<file path="src/rtl/spd_pkg.sv">
// ----------------------------------------------------------------------------
// spd_pkg
// Shared constants and types for the stable presence detector.
// ----------------------------------------------------------------------------
package spd_pkg;

    // window length default and field widths
    localparam int WINDOW_LEN_DEF = 3;
    localparam int RANGE_W        = 16;
    localparam int CFG_IDX_W      = 2;
    localparam int CFG_DATA_W     = 16;

    // stream data widths, padded to whole bytes
    localparam int IN_TDATA_W  = 24;
    localparam int OUT_TDATA_W = 8;

    // register reset values
    localparam logic [RANGE_W-1:0] THRESHOLD_RST = 16'd600;
    localparam logic [RANGE_W-1:0] TOLERANCE_RST = 16'd50;

    // configuration register indexes
    typedef enum logic [CFG_IDX_W-1:0] {
        REG_ENABLE    = 2'd0,
        REG_THRESHOLD = 2'd1,
        REG_TOLERANCE = 2'd2
    } t_cfg_reg;

    // result flags, highest bit first
    typedef struct packed {
        logic object_present;
        logic object_left;
        logic object_arrived;
    } t_result;

endpackage

</file>
<file path="src/rtl/stable_presence_detector.sv">
// ----------------------------------------------------------------------------
// stable_presence_detector
// Reports when an object settles in front of a range sensor and when it
// leaves, from a short window of recent distance samples.
// ----------------------------------------------------------------------------
// Usage:
//   Input beats on the s_axis channel carry one sensor tick each: a sample
//   ready flag, a 16-bit distance in millimetres and a restart flag. Every
//   input beat yields exactly one result beat on m_axis with the arrival,
//   departure and present flags.
//   Configuration is written through i_cfg_we / i_cfg_idx / i_cfg_data while
//   no beat is in flight: index 0 enable, 1 range threshold, 2 tolerance.
//   Throughput: one beat per cycle while no result waits untaken. Each
//   beat is registered through window update, mean multiply and deviation
//   compare. The mean is formed by a reciprocal multiply of a running sum.
//   When the result register holds an untaken beat, the whole pipeline
//   holds and s_axis_tready drops; it rises again once the beat is taken.
//   Reset clears the window to invalid entries, the present flag, the
//   pipeline, and loads enable 0, threshold 600 and tolerance 50. No beat
//   is lost or repeated across stalls.
// ----------------------------------------------------------------------------
module stable_presence_detector #(
    parameter int WINDOW_LEN = spd_pkg::WINDOW_LEN_DEF
) (
    input  logic                               i_clk,
    input  logic                               i_rst_n,
    // input tick: sample_ready[0], range_mm[16:1], restart[17], zero pad
    input  logic                               s_axis_tvalid,
    output logic                               s_axis_tready,
    input  logic [spd_pkg::IN_TDATA_W-1:0]     s_axis_tdata,
    // result: object_arrived[0], object_left[1], object_present[2], zero pad
    output logic                               m_axis_tvalid,
    input  logic                               m_axis_tready,
    output logic [spd_pkg::OUT_TDATA_W-1:0]    m_axis_tdata,
    // configuration write port
    input  logic                               i_cfg_we,
    input  logic [spd_pkg::CFG_IDX_W-1:0]      i_cfg_idx,
    input  logic [spd_pkg::CFG_DATA_W-1:0]     i_cfg_data
);
    import spd_pkg::*;

    // sum width and reciprocal for exact division by the window length
    localparam int SUM_W  = RANGE_W + $clog2(WINDOW_LEN);
    localparam int K      = SUM_W + $clog2(WINDOW_LEN);
    localparam int RCP_W  = K + 1;
    localparam int PROD_W = SUM_W + RCP_W;
    localparam logic [RCP_W-1:0] RECIP =
        RCP_W'((64'd1 << K) / WINDOW_LEN + 64'd1);

    // configuration registers
    logic                r_cfg_enable;
    logic [RANGE_W-1:0]  r_cfg_thr;
    logic [RANGE_W-1:0]  r_cfg_tol;

    // pipeline control
    logic                advance;
    logic                in_beat;

    // stage a: window state and running sum
    logic [RANGE_W-1:0]  r_win [WINDOW_LEN];
    logic [SUM_W-1:0]    r_sum;
    logic                r_a_vld;
    logic                r_a_restart;

    // stage b: mean and entry checks
    logic [RANGE_W-1:0]  r_b_win [WINDOW_LEN];
    logic [RANGE_W-1:0]  r_b_mean;
    logic                r_b_ok;
    logic                r_b_empty;
    logic                r_b_vld;
    logic                r_b_restart;

    // stage c: flag and result register
    logic                r_flag;
    logic                r_out_vld;
    t_result             r_out;

    // combinational values
    logic                in_ready_flag;
    logic [RANGE_W-1:0]  in_range;
    logic                in_restart;
    logic [RANGE_W-1:0]  n_new;
    logic                do_shift;
    logic [PROD_W-1:0]   prod;
    logic                n_ok;
    logic                n_empty;
    logic                dev_ok;
    logic [RANGE_W:0]    diff [WINDOW_LEN];
    logic                n_flag;
    t_result             n_out;

    // input field unpacking
    assign in_ready_flag = s_axis_tdata[0];
    assign in_range      = s_axis_tdata[RANGE_W:1];
    assign in_restart    = s_axis_tdata[RANGE_W+1];

    // the whole pipeline moves unless a result waits untaken
    assign advance       = !r_out_vld || m_axis_tready;
    assign s_axis_tready = advance;
    assign in_beat       = s_axis_tvalid && advance;

    assign m_axis_tvalid = r_out_vld;
    assign m_axis_tdata  = OUT_TDATA_W'(r_out);

    // configuration writes
    always_ff @(posedge i_clk) begin
        if (!i_rst_n) begin
            r_cfg_enable <= 1'b0;
            r_cfg_thr    <= THRESHOLD_RST;
            r_cfg_tol    <= TOLERANCE_RST;
        end else if (i_cfg_we) begin
            unique case (i_cfg_idx)
                REG_ENABLE:    r_cfg_enable <= i_cfg_data[0];
                REG_THRESHOLD: r_cfg_thr    <= i_cfg_data[RANGE_W-1:0];
                REG_TOLERANCE: r_cfg_tol    <= i_cfg_data[RANGE_W-1:0];
                default: ;
            endcase
        end
    end

    // sample qualification: out-of-range samples enter as invalid
    always_comb begin
        if (in_range != '0 && in_range < r_cfg_thr) begin
            n_new = in_range;
        end else begin
            n_new = '0;
        end
    end

    assign do_shift = in_beat && r_cfg_enable && in_ready_flag;

    // stage a: shift window and keep running sum
    always_ff @(posedge i_clk) begin
        if (!i_rst_n) begin
            for (int i = 0; i < WINDOW_LEN; i++) begin
                r_win[i] <= '0;
            end
            r_sum       <= '0;
            r_a_vld     <= 1'b0;
            r_a_restart <= 1'b0;
        end else if (advance) begin
            r_a_vld     <= s_axis_tvalid;
            r_a_restart <= in_restart;
            if (do_shift) begin
                for (int i = WINDOW_LEN - 1; i >= 1; i--) begin
                    r_win[i] <= r_win[i-1];
                end
                r_win[0] <= n_new;
                r_sum    <= r_sum + SUM_W'(n_new) - SUM_W'(r_win[WINDOW_LEN-1]);
            end
        end
    end

    // stage b logic: mean by reciprocal multiply, validity and empty checks
    assign prod = PROD_W'(r_sum) * PROD_W'(RECIP);

    always_comb begin
        n_ok    = 1'b1;
        n_empty = 1'b1;
        for (int i = 0; i < WINDOW_LEN; i++) begin
            if (r_win[i] == '0 || r_win[i] > r_cfg_thr) begin
                n_ok = 1'b0;
            end
            if (r_win[i] != '0) begin
                n_empty = 1'b0;
            end
        end
    end

    always_ff @(posedge i_clk) begin
        if (!i_rst_n) begin
            r_b_vld     <= 1'b0;
            r_b_restart <= 1'b0;
        end else if (advance) begin
            r_b_vld     <= r_a_vld;
            r_b_restart <= r_a_restart;
        end
    end

    always_ff @(posedge i_clk) begin
        if (advance) begin
            for (int i = 0; i < WINDOW_LEN; i++) begin
                r_b_win[i] <= r_win[i];
            end
            r_b_mean  <= prod[K +: RANGE_W];
            r_b_ok    <= n_ok;
            r_b_empty <= n_empty;
        end
    end

    // stage c logic: deviation of each entry from the mean
    always_comb begin
        dev_ok = 1'b1;
        for (int i = 0; i < WINDOW_LEN; i++) begin
            if (r_b_win[i] >= r_b_mean) begin
                diff[i] = {1'b0, r_b_win[i]} - {1'b0, r_b_mean};
            end else begin
                diff[i] = {1'b0, r_b_mean} - {1'b0, r_b_win[i]};
            end
            if (diff[i] > {1'b0, r_cfg_tol}) begin
                dev_ok = 1'b0;
            end
        end
    end

    // detection flag update: restart first, then one check per tick
    always_comb begin
        n_flag                = r_b_restart ? 1'b0 : r_flag;
        n_out.object_arrived  = 1'b0;
        n_out.object_left     = 1'b0;
        if (r_cfg_enable) begin
            if (!n_flag) begin
                if (r_b_ok && dev_ok) begin
                    n_flag               = 1'b1;
                    n_out.object_arrived = 1'b1;
                end
            end else if (r_b_empty) begin
                n_flag            = 1'b0;
                n_out.object_left = 1'b1;
            end
        end
        n_out.object_present = n_flag;
    end

    // result register and flag state
    always_ff @(posedge i_clk) begin
        if (!i_rst_n) begin
            r_flag    <= 1'b0;
            r_out_vld <= 1'b0;
        end else if (advance) begin
            r_out_vld <= r_b_vld;
            if (r_b_vld) begin
                r_flag <= n_flag;
            end
        end
    end

    always_ff @(posedge i_clk) begin
        if (advance && r_b_vld) begin
            r_out <= n_out;
        end
    end

    // checks
    a_arrive_sets_flag: assert property (@(posedge i_clk) disable iff (!i_rst_n)
        (r_out_vld && r_out.object_arrived) |-> (r_out.object_present && r_flag))
        else $error("arrival reported without present flag");

    a_left_clears_flag: assert property (@(posedge i_clk) disable iff (!i_rst_n)
        (r_out_vld && r_out.object_left) |-> (!r_out.object_present && !r_flag))
        else $error("departure reported with present flag");

    a_stall_holds_window: assert property (@(posedge i_clk) disable iff (!i_rst_n)
        (r_out_vld && !m_axis_tready) |=> $stable(r_sum))
        else $error("window changed while result stalled");

    a_disabled_quiet: assert property (@(posedge i_clk) disable iff (!i_rst_n)
        (r_out_vld && !r_cfg_enable) |-> (!r_out.object_arrived && !r_out.object_left))
        else $error("event reported while disabled");

endmodule

</file>
<file path="config.mk">
export PLATFORM = sky130hd
export DESIGN_NAME = stable_presence_detector
export DESIGN_NICKNAME = d
export VERILOG_FILES = /design/src/rtl/spd_pkg.sv /design/src/rtl/stable_presence_detector.sv
export SDC_FILE = /design/constraint.sdc
export NUM_CORES = 1
export LEC_CHECK = 0
export ABC_AREA = 1
export BUFFER_PORTS_ARGS = -buffer_cell sky130_fd_sc_hd__buf_4
export CAP_MARGIN = 20
export CORE_MARGIN = 1
export CORE_UTILIZATION = 52
export DETAILED_ROUTE_END_ITERATION = 6
export GPL_TIMING_DRIVEN = 1
export MAX_ROUTING_LAYER = met4
export PLACE_DENSITY_LB_ADDON = 0.1
export SLEW_MARGIN = 20
export SYNTH_ARGS = -nofsm -noshare
export SYNTH_HDL_FRONTEND = slang
export SYNTH_SLANG_ARGS = --single-unit
</file>
<file path="constraint.sdc">
create_clock -name i_clk -period 8.93 [get_ports i_clk]
set_clock_uncertainty 0.05 [all_clocks]
set_input_delay 0.893 -clock i_clk [delete_from_list [all_inputs] [get_ports i_clk]]
set_output_delay 0.893 -clock i_clk [all_outputs]
set_load 0.05 [all_outputs]
</file>
==> results of run 1 <==
## critical path: stages (launching register included)
cell	delay, ns
dfxtp_1	0.58
ha_1	0.36
inv_1	0.13
fa_1	0.55
fa_1	0.51
fa_1	0.51
fa_1	0.55
inv_1	0.06
fa_1	0.47
ha_1	0.36
a21oi_1	0.22
inv_1	0.06
a21oi_1	0.19
inv_1	0.08
a21oi_1	0.20
inv_1	0.07
a221oi_1	0.39
nand2_1	0.10
nand2_1	0.08
nand2_1	0.06
## state kept, by name (all words and copies together), names as in the netlist, 3 cells and up
register	flops
m_axis_tdata	3
r_cfg_thr	16
r_win	48
r_b_win	48
r_sum	18
r_cfg_tol	16
r_b_mean	16
## per-layer routing
metal / up-vias / global-route usage
met5: - / -
met4: 0 / 0.0913
met3: 81 / 0.0417
met2: 566 / 0.465
met1: 8350 / 0.463
li1: 8514 / -
## report_power, final
part / internal (mW) / leakage (nW) / switching [mW] / total [mW]
sequential: 0.906 / 1.74 / 0.0737 / 0.980
combinational: 0.550 / 9.71 / 0.970 / 1.52
clock: 0.391 / 0.306 / 0.391 / 0.782
## worst paths after layout
| path | start | endpoint | slack [ns] | cells after the start |
|---|---|---|---|---|
| min reg2reg | r_a_vld | r_a_vld | 0.42 | 2 |
| max reg2reg | r_sum[0] | r_b_mean[13] | 3.11 | 19 |
| max | r_sum[0] | r_b_mean[13] | 3.11 | 19 |
| min | r_a_vld | r_a_vld | 0.42 | 2 |
## logic make-up (layout without fill, tap and decap cells)
family                   after synthesis  count (layout)  synth area share
flip-flops                           174             174             0.221
other                                  1               5          0.000178
adder cells (fa/ha/maj)              509             509             0.350
buffers and inverters                618             666             0.114
multiplexers                          21              21            0.0105
AND/OR/NAND/NOR                      748             748             0.154
AO/OA/AOI/OAI                        456             456             0.124
XOR/XNOR                              65              65            0.0271
## through the flow
| stage | total power, mW | worst slack, ns | utilization | hold slack [ns] | area [sq um] |
|---|---|---|---|---|---|
| floorplan | 2.07 | 3.75 | - | 0.391 | 21100 |
| global placement | 2.47 | 3.22 | 0.549 | 0.399 | 21900 |
| detailed placement | 2.50 | 3.16 | 0.549 | 0.412 | 21900 |
| CTS | 3.28 | 3.15 | 0.565 | 0.424 | 22500 |
| global route | 3.53 | 2.79 | 0.565 | 0.462 | 22500 |
| finish | 3.28 | 3.11 | 0.565 | 0.423 | 22500 |
## synthesized netlist by cell type, types with 4 or more instances
cell type	instances	share of area
nand3_1	51	0.012
o21ai_1	24	0.0057
mux2i_1	13	0.0062
o21bai_1	11	0.0039
a21oi_1	220	0.052
nand2_2	15	0.0045
clkbuf_1	13	0.0023
ha_1	377	0.22
inv_2	5	0.00089
o211ai_1	14	0.0050
a21o_1	17	0.0061
nand4_1	38	0.011
nor3_1	18	0.0043
nor2_2	10	0.0030
xnor2_1	22	0.0092
fa_1	132	0.13
nor4_1	19	0.0057
edfxtp_1	117	0.17
o31ai_1	4	0.0014
buf_4	8	0.0029
o21a_1	10	0.0036
dfxtp_1	57	0.054
nor2_1	180	0.032
o21ai_0	101	0.024
inv_1	580	0.10
o22ai_1	7	0.0021
nand3_2	6	0.0029
buf_6	4	0.0021
nand2_1	394	0.070
a31oi_1	7	0.0021
xor2_1	43	0.018
buf_2	7	0.0017
mux2_2	7	0.0037
a211oi_1	11	0.0039
a21boi_0	7	0.0025
## final cells by class
cell class,count,area share
Clock buffer,17,0.0189
Clock inverter,15,0.00928
Inverter,586,0.0979
Multi-Input combinational cell,1804,0.622
Sequential cell,174,0.207
Tap cell,525,0.0292
Timing Repair Buffer,48,0.0160
## cells in the final DEF, fill, tap and decap left out, drive strengths merged, types with 13 or more instances in the layout
cell / n
a21o: 17
a21oi: 221
buf: 48
clkbuf: 17
dfxtp: 57
edfxtp: 117
fa: 132
ha: 377
inv: 595
mux2i: 13
nand2: 411
nand3: 57
nand4: 38
nor2: 193
nor3: 20
nor4: 20
o211ai: 15
o21ai: 126
xnor2: 22
xor2: 43
==> out/metrics.cfg, run 1 <==
[placement]
place_inst=3137
gp_congestion=0.973
port_buffers=45
place_hpwl_mm=53.2

[timing]
slew_headroom=0.298
period_share=0.651
tightest_slew_ns=1.04
rsz0062_at_grt=false
period_minus_slack_ns=5.82
hold_viol=0
setup_violations=0
tns_ns=0
maxSlewViolCount=0
timing.fmax_ghz=0.172

[global_routing]
antenna_found_initial=0
grt_pass1_vias=17000
grt_pass1_wl_mm=96.4
overflow=0
grt_use_total=0.320
grt_max_degree=72

[clock_network]
cts_setup_buffers=0
cts_hold_buf=0
clkSinkCount=174
cts_tree=yes
numCtsBuffers=17
insertion_delay_ns=0.45
clockRootBuffer=clkbuf_16
clkSlewWorstSetupHoldPaths_ns=0.09
cts_resized=0
h-tree-depth=4
cts_buffer_depth=2

[layout]
multiInputGateArea_sq_mm=0.0140
nNetsFinal=3187
drive_gt1_frac=0.0541
regArea_sq_mm=0.00465
fill_cells=3778
fin_cells=3169
n_antenna_cell=0
syn_to_final_growth_pct=7.05

[logic_synthesis]
ys.flop_type=edfxtp_1
syn_area_per_cell_sq_um=8.12
synth_seq_cells=174
ys_seq_area_frac=0.221
syn-instance-count=2592
yosysWarnings=0
synth_cell_types=62
synthArstFlopShare=0
synth_area_sq_mm=0.0210
synth_edf_count=117

[worst_setup_path]
cp.required_ns=9.08
critPathLaunchType=flip-flop
arrival_ns=5.96
path_class=reg -> reg
cp-end-kind=flip-flop
path_max_fanout=8

[floorplanning]
pin_count=57
initial_core_util=0.528
die_w_um=203
dieHeight_um=203
std_cell_rows=73
core_area_sq_mm=0.0398
dieArea_sq_mm=0.0413

[job]
cap_viol_max_count=0

[run_status]
status=complete, no violations

[min_path]
hp-class=reg -> reg

[routing]
wirelength_met1_mm=30.6
ant_nets=0
drtIter0Drc=1383
dr.pass1.iters=5
drt-total-wl_mm=62.6
top_layer=met4
wl_per_cell_um=19.7
drc=0
vias=17500
dr_wl_met3_mm=3.96
via_per_inst=5.53
wl_met2_mm=26.3

[power_and_ir_drop]
power_density_mw_per_mm2=146
p_leak_nw=11.8
peakVddDrop_mv=0.149

(Power assumes the default switching activity.)
==> run 2, diff against run 1 <==
- ABC_AREA: 1 -> 0
- clock period: 8.93 -> 5.64 ns (I/O delays scaled with it)
==> out/metrics.cfg, run 2 <==
[logic_synthesis]
synth_seq_cells=174
yosys.area.top_type=ha_1
synth_edf_count=117
yosysTopAreaCellShare=0.235
yosysMostFrequentCell=inv_1
syn_area_per_cell_sq_um=9.25
synth_compound_area_frac=0.145
synth_mux_area_frac=0.0180
syn-instance-count=2167
yosys.area_share.simple=0.121
synth_area_sq_mm=0.0200
synth_cell_types=75
yosysWarnings=0
synth_xor_area_frac=0.0293
ys_seq_area_frac=0.232
synthAdderAreaFrac=0.367
synth_common_cells=380 x inv_1, 377 x ha_1, 153 x nand2_1, 132 x fa_1, 125 x a21oi_1
ys_top_cells_by_area=ha_1 24%, edfxtp_1 18%, fa_1 13%
synthArstFlopShare=0
ys.flop_type=edfxtp_1
synth_top_family_by_area=adder cells

[clock_network]
cts_buffer_depth=2
insertion_delay_ns=0.45
numCtsBuffers=17
cts_tree=yes
clockRootBuffer=clkbuf_16
clkSinkCount=174
h-tree-depth=4
clkSlewWorstSetupHoldPaths_ns=0.07

[placement]
gp_congestion=0.969
port_buffers=45
post_dp_cell_area_sq_mm=0.0221
place_hpwl_mm=49.1

[power_and_ir_drop]
p_leak_nw=11.5
power_density_mw_per_mm2=193
peakVddDrop_mv=0.205
total_power_mw=4.45

[timing]
period_share=0.973
timing.fmax_ghz=0.182
setup_violations=0
hold_ws_ns=0.332
hold_viol=0
period_minus_slack_ns=5.49
tightest_slew_ns=0.926
maxSlewViolCount=0
slew_headroom=0.383

[worst_setup_path]
path_max_fanout=3
cp.required_ns=5.78
path_class=reg -> reg
arrival_ns=5.63
cp-end-kind=flip-flop
critPathLaunchType=flip-flop

[global_routing]
antenna_found_initial=2
grt_pass1_wl_mm=89.0
grt_pass1_vias=16100
grt_max_degree=87
overflow=0
grt_use_total=0.314

[run_status]
status=complete, no violations

[layout]
layout_common_cells=377 x inv_1, 367 x ha_1, 232 x buf_4, 152 x nand2_1, 131 x fa_1
post-route-util=0.611
layout_commonest_cell=inv_1
syn_to_final_growth_pct=15.1
fill_cells=3341
drive_gt1_frac=0.144
reg.largest.list=r_b_win (48), r_win (48), r_sum (18)
design_area_sq_mm=0.0231
nNetsFinal=2910

[routing]
ant_nets=0
dr.pass1.iters=5
drtIter0Drc=1060
drc=0
wl_per_cell_um=20.3
vias=16200
via_per_inst=5.61
drt-total-wl_mm=58.4

[floorplanning]
dieHeight_um=198
pin_count=57
initial_core_util=0.531
dieArea_sq_mm=0.0393
die_w_um=198
std_cell_rows=71
core_area_sq_mm=0.0378

[job]
cap_viol_max_count=0

[min_path]
hp-class=in -> reg

run 2: cell count changes after synthesis, moves of 19 or more:
cell,delta
o21ai_1,-24
nand3_1,-19
clkbuf_1,+33
nand2_1,-241
and2_1,+19
inv_1,-200
nor2_1,-93
nor2b_1,+19
a21boi_0,+28
a21oi_1,-95
and3_1,+55
a21o_1,+40
run 2: final timing paths:
| kind | startpoint | end | slack [ns] | cells after the start |
|---|---|---|---|---|
| worst max-delay path | r_sum[6] | r_b_mean[15] | 0.15 | 19 |
| worst max register to register | r_sum[6] | r_b_mean[15] | 0.15 | 19 |
| worst min-delay path | s_axis_tdata[17] | r_a_restart | 0.33 | 3 |
| worst min register to register | r_a_restart | r_a_restart | 0.41 | 2 |
run 2: layout make-up:
cell class | instances | area [sq um] | area share
antenna | 1 | 2.50 | 0.000109
inverter | 380 | 1430 | 0.0619
sequential | 174 | 4670 | 0.202
clock buffer | 17 | 425 | 0.0184
tap | 511 | 639 | 0.0277
clock inverter | 15 | 171 | 0.00743
multi-input combinational | 1547 | 14000 | 0.605
timing repair buffer | 234 | 1770 | 0.0769
run 2: through the flow:
step / TNS [ns] / setup slack [ns] / instances
after global routing: -0.150 / -0.0415 / 2879
final: 0 / 0.150 / 2879
after CTS: -0.177 / -0.0560 / 2875
after detailed placement: -1.47 / -0.365 / 2841
after floorplan: 0 / 0.0807 / 2171
after global placement: -0.666 / -0.222 / 2841
run 2: power breakdown:
group          switching (mW)  total (mW)  internal, mW
Clock                   0.555        1.19         0.630
Sequential             0.0676        1.48          1.42
Combinational           0.990        1.79         0.796
run 2: logic make-up (layout without fill, tap and decap cells):
family                   after synthesis  after routing
adder cells (fa/ha/maj)              509            509
AND/OR/NAND/NOR                      486            486
buffers and inverters                450            646
AO/OA/AOI/OAI                        446            446
flip-flops                           174            174
XOR/XNOR                              67             67
multiplexers                          34             34
other                                  1              6
run 2: critical path: stages, from the launching register on:
cell and delay (ns):
dfxtp_4 0.36, ha_4 0.26, inv_1 0.06, fa_1 0.55, inv_2 0.05, fa_1 0.54, inv_1 0.05, fa_1 0.47
fa_1 0.53, fa_1 0.51, inv_2 0.05, ha_4 0.27, nand4_1 0.22, a2111oi_4 0.44, o311ai_4 0.16, a311oi_2 0.26
o21ai_1 0.11, nand2b_1 0.11, a21oi_2 0.07, xnor2_1 0.12
run 2: timing repair:
action                     CTS  global route
hold buffers                 0             0
gates resized for setup     13            47
pin swaps                   13            29
setup endpoints to repair    8            14
setup buffers                2             5
run 2: metal layers:
| layer | wire length [um] | track usage | vias up |
|---|---|---|---|
| li1 | - | - | 7809 |
| met1 | 27000 | 0.417 | 7815 |
| met2 | 26600 | 0.494 | 437 |
| met3 | 3030 | 0.0428 | 95 |
| met4 | 1800 | 0.104 | 0 |
| met5 | 0 | - | - |
